[src/sv/assert_macros.svh]
// assertion helpers shared by the rtl
`ifndef ASSERT_MACROS_SVH
`define ASSERT_MACROS_SVH

// concurrent check on the rising clock, off while reset is low
`define PVE_ASSERT(lbl, clk, rst_n, prop, msg) \
  lbl: assert property (@(posedge clk) disable iff (!rst_n) prop) else $error(msg);

`endif

[src/sv/pve_pkg.sv]
package pve_pkg;

  localparam int SampleW   = 12;
  localparam int LevelW    = 7;
  localparam int DeadbandW = 12;
  localparam int ShiftW    = 4;
  localparam int CfgDataW  = 12;
  localparam int CfgIdxW   = 1;

  localparam int SampleMax = 4095;
  localparam int LevelMax  = 127;

  localparam logic [DeadbandW-1:0] DeadbandReset = DeadbandW'(16);
  localparam logic [ShiftW-1:0]    ShiftReset    = ShiftW'(2);

  typedef enum logic [CfgIdxW-1:0] {
    RegDeadband = 1'b0,
    RegShift    = 1'b1
  } cfg_reg_e;

  typedef struct packed {
    logic [SampleW-1:0] sample;
  } sample_t;

  typedef struct packed {
    logic [LevelW-1:0]  volume_level;
    logic               volume_changed;
    logic [SampleW-1:0] smoothed_level;
  } result_t;

  // centre of each level on the sample scale
  typedef logic [SampleW-1:0] centre_table_t [LevelMax+1];

  function automatic centre_table_t build_centre();
    centre_table_t t;
    for (int i = 0; i <= LevelMax; i++) begin
      t[i] = SampleW'((i * SampleMax) / LevelMax);
    end
    return t;
  endfunction

  localparam centre_table_t CentreTable = build_centre();

endpackage

[src/sv/pve_quant.sv]
module pve_quant (
  input  logic [pve_pkg::SampleW-1:0]   avg_i,
  input  logic [pve_pkg::LevelW-1:0]    level_i,
  input  logic [pve_pkg::DeadbandW-1:0] deadband_i,
  output logic [pve_pkg::LevelW-1:0]    level_o,
  output logic                          changed_o
);

  localparam int ProdW = pve_pkg::SampleW + pve_pkg::LevelW;

  logic [ProdW-1:0]               prod;
  logic [pve_pkg::LevelW-1:0]     q_est;
  logic [pve_pkg::SampleW:0]      rem;
  logic [pve_pkg::LevelW-1:0]     cand;
  logic [pve_pkg::SampleW-1:0]    centre;
  logic signed [pve_pkg::SampleW:0] delta_s;
  logic [pve_pkg::SampleW-1:0]    delta;
  logic                           accept;

  // avg*LevelMax/SampleMax: divide by 2^w first, then correct by at most one
  assign prod  = ProdW'(avg_i) * ProdW'(pve_pkg::LevelMax);
  assign q_est = prod[ProdW-1:pve_pkg::SampleW];
  assign rem   = {1'b0, prod[pve_pkg::SampleW-1:0]} + (pve_pkg::SampleW+1)'(q_est);
  assign cand  = (rem >= (pve_pkg::SampleW+1)'(pve_pkg::SampleMax)) ?
                 q_est + pve_pkg::LevelW'(1) : q_est;

  assign centre  = pve_pkg::CentreTable[level_i];
  assign delta_s = $signed({1'b0, avg_i}) - $signed({1'b0, centre});
  assign delta   = delta_s[pve_pkg::SampleW] ? pve_pkg::SampleW'(-delta_s)
                                             : delta_s[pve_pkg::SampleW-1:0];

  // ends of the scale always pass the deadband
  assign accept = (cand != level_i) &&
                  ((delta >= deadband_i) || (cand == '0) ||
                   (cand == pve_pkg::LevelW'(pve_pkg::LevelMax)));

  assign level_o   = accept ? cand : level_i;
  assign changed_o = accept;

endmodule
[config.mk]
export PLATFORM = sky130hd
export DESIGN_NAME = pve_quant
export DESIGN_NICKNAME = d
export VERILOG_FILES = /design/src/sv/assert_macros.svh /design/src/sv/pve_pkg.sv /design/src/sv/pve_quant.sv
export SDC_FILE = /design/constraint.sdc
export NUM_CORES = 1
export LEC_CHECK = 0
export ABC_AREA = 1
export ABC_CLOCK_PERIOD_IN_PS = 26400
export BUFFER_PORTS_ARGS = -buffer_cell sky130_fd_sc_hd__buf_2
export CORE_MARGIN = 3
export CORE_UTILIZATION = 35
export DETAILED_ROUTE_END_ITERATION = 7
export GPL_TIMING_DRIVEN = 0
export PLACE_DENSITY = 0.57
export SLEW_MARGIN = 20
export SYNTH_ARGS = -nofsm -noshare
export SYNTH_HDL_FRONTEND = slang
export SYNTH_SLANG_ARGS = --single-unit
[constraint.sdc]
create_clock -name vclk -period 26.4
set_input_delay 6.6 -clock vclk [all_inputs]
set_output_delay 6.6 -clock vclk [all_outputs]
set_load 0.02 [all_outputs]
==> impl_metrics.ini <==
[placed_design]
gp_congestion = 0.8634
port-buffer-count = 36
dp_cells = 955
place_hpwl_mm = 9.784

[synth]
netlist_area_um2 = 4723
synthCells = 747
synth_top_area_share_pct = 18.54
syn_area_per_cell_um2 = 6.323
netlist.top_cell.by_area = ha_1
seq_area_frac_synth_pct = 0
syn_nets = 887
synth.distinct_cells = 40
synth_top_cells_by_area = ha_1, fa_1, nand2_1
yosys_warnings = 0

[die]
die_h_um = 122.2
num_rows = 41
core_area_um2 = 12930
die_width_um = 122.2
io_pins = 39
dieArea_um2 = 14930
start_util_pct = 36.54

[cells_and_area]
final_util_pct = 39.60
fill_cells = 1453
seq_cells = 0
area_delta_synth_final_pct = 8.371
nClkBuffers = 0
stdcell_count = 955
drive_gt1_share_pct = 12.13
diodes = 0
ff_latch_area_um2 = 0
fin_nets = 925

[timing]
fin_crit_ps = 20100
fin_tns_setup_ps = 0
setup_violations = 0
rsz0062_at_grt = false
final.period_utilization_pct = 76.14
max_freq_ghz = 0.04975
drv_slew = 0
tightest_slew_ps = 472.9
finalHoldViolCount = 0
maxSlewHeadroom_pct = 68.37

[clocking]
cts_setup_buffers = 0
hold_buffers = 0
cts.repair.resized = 0

[worst_setup_path]
slowest_stage = fa_1
worstSetupStartpointType = primary input
cpPeakStageDelay_ps = 580
path_max_fanout = 10
setup.worst_path.class = in -> out
cp_common_cell = nand2_1
crit_arrival_ps = 13500
endpoint_kind = primary output
crit_required_ps = 19800

[hold_path]
hold_depth = 4
min_delay_worst_endpoint = level_o[2]
hp-class = in -> out
hp-start = level_i[2]

[routing]
postRouteAntennaNets = 0
drt-initial-drc-count = 297
post_drt_wl_per_cell_um = 11.44
drt-total-wl_mm = 10.93
dr.pass1.iters = 6
vias_per_cell = 4.559
remaining_drc_errors = 0
vias = 4354

[global_routing]
grt_pass1_vias = 4100
globalRoute.totalOverflow = 0
antenna_found_initial = 0
grt_pass1_wl_mm = 19.04
grt_max_degree = 11
groute.usage.overall_pct = 15.21

[outcome]
status = complete, no violations

[job]
cap_violations = 0
==> cell families after synthesis <==
| family | after synthesis | synth area share, % |
|---|---|---|
| XOR/XNOR | 42 | 7.947 |
| adder cells (fa/ha/maj) | 109 | 35.07 |
| AND/OR/NAND/NOR | 334 | 31.87 |
| buffers and inverters | 179 | 14.54 |
| AO/OA/AOI/OAI | 83 | 10.57 |
==> per-stage QoR <==
stage               hold WS, ps  instance area [µm²]  worst slack, ps
floorplan                 13370                 4723             7288
global placement          13580                 5119             6341
detailed placement        13580                 5119             6303
CTS                       13580                 5119             6268
global route              13610                 5119             5672
finish                    13580                 5119             6299
==> critical path, delay by kind of cell <==
family,cells,cell delay (ps)
XOR/XNOR,2,470
buffers and inverters,10,1060
AO/OA/AOI/OAI,3,530
adder cells (fa/ha/maj),7,2970
AND/OR/NAND/NOR,20,1860
==> per-layer routing <==
metal,wire (µm),track usage (%),up-vias
li1,-,-,2384
met5,0,0,-
met4,22,0,0
met1,5501,21.69,1892
met2,5034,27.66,76
met3,367,0.04643,2
==> cell usage after synthesis, drive strengths merged (4+ instances only) <==
cell type / number
nand2: 221
inv: 170
ha: 70
nand3: 55
nor2: 44
fa: 39
a21oi: 34
xor2: 29
o21ai: 27
xnor2: 13
o21bai: 7
a31oi: 5
buf: 5
nor3: 4
==> cells in the final DEF, fill, tap and decap left out, types with 20 or more instances in the layout <==
cell     instances
ha_1            70
nor2_1          37
buf_2           39
a21oi_1         31
fa_1            39
nand3_1         48
o21ai_0         20
nand2_1        199
xor2_1          28
inv_1          165
==> final cells by class <==
cell class | count | area, µm² | share of cell area [%]
timing repair buffer | 36 | 180.2 | 3.520
tap | 172 | 215.2 | 4.204
inverter | 171 | 641.9 | 12.54
buffer | 8 | 45.04 | 0.8800
multi-input combinational | 568 | 4036 | 78.86
==> worst max path at each step <==
stage | from | to | slack, ps | cells after the start
3_5_place_dp | avg_i[4] | level_o[4] | 6300 | 42
5_1_grt | avg_i[4] | level_o[4] | 5670 | 40
6_report | avg_i[3] | level_o[4] | 6300 | 42
4_1_cts | avg_i[4] | level_o[4] | 6270 | 42
2_1_floorplan | avg_i[3] | level_o[3] | 7290 | 40
3_3_place_gp | avg_i[4] | level_o[4] | 6340 | 42
Power is left out: the tool's default activity adds up to more than one toggle a clock period on the data nets, which glitch-free logic cannot reach.
