[src/sv/assert_macros.svh]
// assertion helpers shared by the rtl
`ifndef ASSERT_MACROS_SVH
`define ASSERT_MACROS_SVH

// concurrent check on the rising clock, off while reset is low
`define PVE_ASSERT(lbl, clk, rst_n, prop, msg) \
  lbl: assert property (@(posedge clk) disable iff (!rst_n) prop) else $error(msg);

`endif

[src/sv/pve_pkg.sv]
package pve_pkg;

  localparam int SampleW   = 12;
  localparam int LevelW    = 7;
  localparam int DeadbandW = 12;
  localparam int ShiftW    = 4;
  localparam int CfgDataW  = 12;
  localparam int CfgIdxW   = 1;

  localparam int SampleMax = 4095;
  localparam int LevelMax  = 127;

  localparam logic [DeadbandW-1:0] DeadbandReset = DeadbandW'(16);
  localparam logic [ShiftW-1:0]    ShiftReset    = ShiftW'(2);

  typedef enum logic [CfgIdxW-1:0] {
    RegDeadband = 1'b0,
    RegShift    = 1'b1
  } cfg_reg_e;

  typedef struct packed {
    logic [SampleW-1:0] sample;
  } sample_t;

  typedef struct packed {
    logic [LevelW-1:0]  volume_level;
    logic               volume_changed;
    logic [SampleW-1:0] smoothed_level;
  } result_t;

  // centre of each level on the sample scale
  typedef logic [SampleW-1:0] centre_table_t [LevelMax+1];

  function automatic centre_table_t build_centre();
    centre_table_t t;
    for (int i = 0; i <= LevelMax; i++) begin
      t[i] = SampleW'((i * SampleMax) / LevelMax);
    end
    return t;
  endfunction

  localparam centre_table_t CentreTable = build_centre();

endpackage

[src/sv/pve_avg.sv]
module pve_avg (
  input  logic [pve_pkg::SampleW-1:0] sample_i,
  input  logic [pve_pkg::SampleW-1:0] avg_i,
  input  logic                        seeded_i,
  input  logic [pve_pkg::ShiftW-1:0]  shift_i,
  output logic [pve_pkg::SampleW-1:0] avg_o
);

  logic [pve_pkg::SampleW-1:0] base;
  logic signed [pve_pkg::SampleW:0] diff;
  logic signed [pve_pkg::SampleW:0] step;
  logic signed [pve_pkg::SampleW:0] sum;

  // first sample seeds the average, then the normal update runs on it
  assign base = seeded_i ? avg_i : sample_i;
  assign diff = $signed({1'b0, sample_i}) - $signed({1'b0, base});
  // arithmetic shift rounds toward minus infinity
  assign step = diff >>> shift_i;
  assign sum  = $signed({1'b0, base}) + step;
  assign avg_o = sum[pve_pkg::SampleW-1:0];

endmodule

[config.mk]
export PLATFORM = sky130hd
export DESIGN_NAME = pve_avg
export DESIGN_NICKNAME = d
export VERILOG_FILES = /design/src/sv/assert_macros.svh /design/src/sv/pve_pkg.sv /design/src/sv/pve_avg.sv
export SDC_FILE = /design/constraint.sdc
export NUM_CORES = 1
export LEC_CHECK = 0
export BUFFER_PORTS_ARGS = -buffer_cell sky130_fd_sc_hd__clkbuf_2
export CAP_MARGIN = 10
export CORE_ASPECT_RATIO = 1.2
export CORE_MARGIN = 2
export CORE_UTILIZATION = 30
export DETAILED_ROUTE_END_ITERATION = 8
export PLACE_DENSITY = 0.53
export SLEW_MARGIN = 25
export SYNTH_ARGS = -nofsm -noshare
export SYNTH_HDL_FRONTEND = slang
export SYNTH_SLANG_ARGS = --single-unit
[constraint.sdc]
create_clock -name vclk -period 12.55
set_input_delay 0 -clock vclk [all_inputs]
set_output_delay 0 -clock vclk [all_outputs]
set_load 0.01 [all_outputs]
==> results by group <==
Setup path
  – Crit-path leading delay family: compound AO/OA/AOI/OAI gates
  – Critical path's slowest cell: fa_1
  – CP peak stage delay: 0.40 ns
  – Most used cell, CP: o21ai_0
  – CP Class: in -> out
  – Required time worst endpoint: 12.55 ns
  – Critical path fanouts, max: 14
  – CP arrival: 4.95 ns
  – Worst-path cell chain: clkbuf_2 > o21ai_0 > ha_1 > fa_1 > nand2b_1 > a211oi_1 > o22a_2 > a221o_1 > xnor2_2 > mux2i_1 > nand3_1 > nand3_1 > ha_1 > inv_1 > fa_1 > nor2b_1 > o21ai_0 > a21boi_0 > o21ai_0 > nand2b_1 > a31oi_1 > o311ai_0 > clkbuf_2
  – Crit. Startpoint: seeded_i
  – CP startpoint kind: input pin
  – Worst path buffer plus inverter count: 3
  – Crit. End Element: output port

Die
  – IO Pins: 41
  – Die width: 74.4 microns
  – Starting Density: 0.312
  – Die Area: 0.00657 sq mm
  – Die Span Y: 88.4 microns
  – Core Region: 0.00571 sq mm
  – Row count: 30

Layout
  – Register Area: 0 sq um
  – Final core occ: 0.359
  – Commonest non-fill, non-tap cell in the layout: clkbuf_2
  – Area grow syn2layout: 15.0%
  – CLK BUF: 0
  – Most frequent cells in the layout: clkbuf_2 (41), nor2_1 (30), ha_1 (25)
  – FFs & Latches: 0
  – Nets: 348
  – Fraction of final layout cells sized beyond drive strength 1: 0.183
  – Filler instances: 663
  – # diodes: 0
  – Post-Layout Cell Count: 370

Placement
  – DP HPWL: 4.07 mm
  – Cell Count Post-Placement: 370
  – I/O Buffers: 41
  – Final RePlAce weighted congestion: 0.907
  – Dpl ws: 7.52 ns

Pwr
  – Leak pwr: 1.01 nW
  – Worst vdd ir: 0.0252 mV
  – Power per cell area: 93.6 mW/mm^2
  – Switching share of power: 0.563
  – Clock Power Share: 0
  – Tot Pwr: 192 uW
  – Cell internal pwr: 83.9 uW
  – Share of power burned in registers: 0
  – Comb pwr share: 1.000
  – Psw: 108 uW

Status
  – Outcome: finished, final reports clean

Drt
  – Via Count: 1,938
  – Initial DRC Count: 109
  – Via/cell ratio: 5.24
  – Post-DRT Antenna Nets: 0
  – TritonRoute pass-1 iters: 4
  – DR WL/cell: 13.1 microns
  – Routed wire length: 4.86 mm
  – DRC Markers: 0

STA
  – Max frequency: 202 MHz
  – Fin crit share: 0.395
  – Fin. max-slew vios: 0
  – RSZ-0062 raised after global routing: no
  – Finish-stage setup viols: 0
  – Setup TNS Final: 0 ns
  – Worst-Margin Slew: 0.492 ns
  – Hold Violations, Final: 0
  – Rel. slew slack: 0.663
  – Post-route minimum period: 4.95 ns
  – Setup ws final: 7.60 ns

Synth
  – Post-Syn Nets: 314
  – Mean post-synth cell area: 6.91 sq um
  – Syn Inst Count: 258
  – Synth warnings: 0
  – Seq/Total Area, Yosys: 0
  – Netlist cell types: 51
  – Synthesized area: 0.00178 sq mm

Clocking
  – Setup bufs post-CTS: 0
  – Hold buffers post-CTS: 0
  – PostCTS Resize Cnt: 0

Min path
  – Hold Crit Class: in -> out
  – Worst hold start: avg_i[0]

Global routing
  – Pin count of the biggest net entering global routing: 21
  – Tot GR Track Use: 0.149
  – Vias in the first global route: 1,825
  – Gr busiest metal: met2
  – Global-route wire length before repair: 8.06 mm
  – GR Util met2: 0.264
  – GRT met1 Usage: 0.213
  – Initial antenna violation count: 0
  – Routing usage on met3: 0.00342
  – GRT overflow: 0

Run
  – Max-cap viol count: 0
## area by class of cell
class,instances,area [sq um],area share
Tap cell,80,100,0.0488
Inverter,21,78.8,0.0385
Multi-Input combinational cell,228,1670,0.813
Timing Repair Buffer,41,205,0.100
## final timing paths
check / to / cells after the start
max: avg_o[10] / 23
min: avg_o[0] / 5
## worst min-delay path, cell delays in order
cell and delay (ns):
clkbuf_2 0.08, nand2_1 0.04, o21ai_0 0.11, ha_1 0.16, clkbuf_2 0.12
## layer usage
layer  share of wire  up-vias  wire length [microns]
met2            0.49       41                   2380
met1            0.47      890                   2290
met3           0.037        2                    181
li1                -     1005                      -
met5               0        -                      0
met4          0.0025        0                     12
## cells in the mapped netlist (all sizes together) (6+ instances only)
cell type	count	area, sq um
mux2i	18	180
a21o	7	52.6
ha	25	313
nor3	7	35.0
nor2	30	113
xnor2	13	121
nand2	21	78.8
a21oi	23	115
xor2	6	52.6
a211oi	6	57.6
o21ai	17	85.1
inv	21	78.8
## per-stage QoR
stage | hold slack (ns) | area [sq um]
2_1_floorplan | 0.302 | 1780
3_3_place_gp | 0.502 | 2050
3_5_place_dp | 0.513 | 2050
4_1_cts | 0.513 | 2050
5_1_grt | 0.545 | 2050
6_report | 0.501 | 2050
## power by group through the flow
stage / registers [mW] / logic [mW] / clock network [mW]
after global placement: 0 / 0.193 / 0
final: 0 / 0.192 / 0
after floorplan: 0 / 0.141 / 0
after CTS: 0 / 0.194 / 0
after detailed placement: 0 / 0.192 / 0
after global routing: 0 / 0.215 / 0
## kinds of logic (layout without fill, tap and decap cells)
kind of cell | count (synthesis) | count (layout) | share of synthesized area
XOR/XNOR | 19 | 19 | 0.0976
adder cells (fa/ha/maj) | 27 | 27 | 0.198
multiplexers | 23 | 23 | 0.139
buffers and inverters | 30 | 62 | 0.0653
AND/OR/NAND/NOR | 78 | 78 | 0.197
AO/OA/AOI/OAI | 81 | 81 | 0.303
No activity file was read; power rests on OpenSTA's default activity.
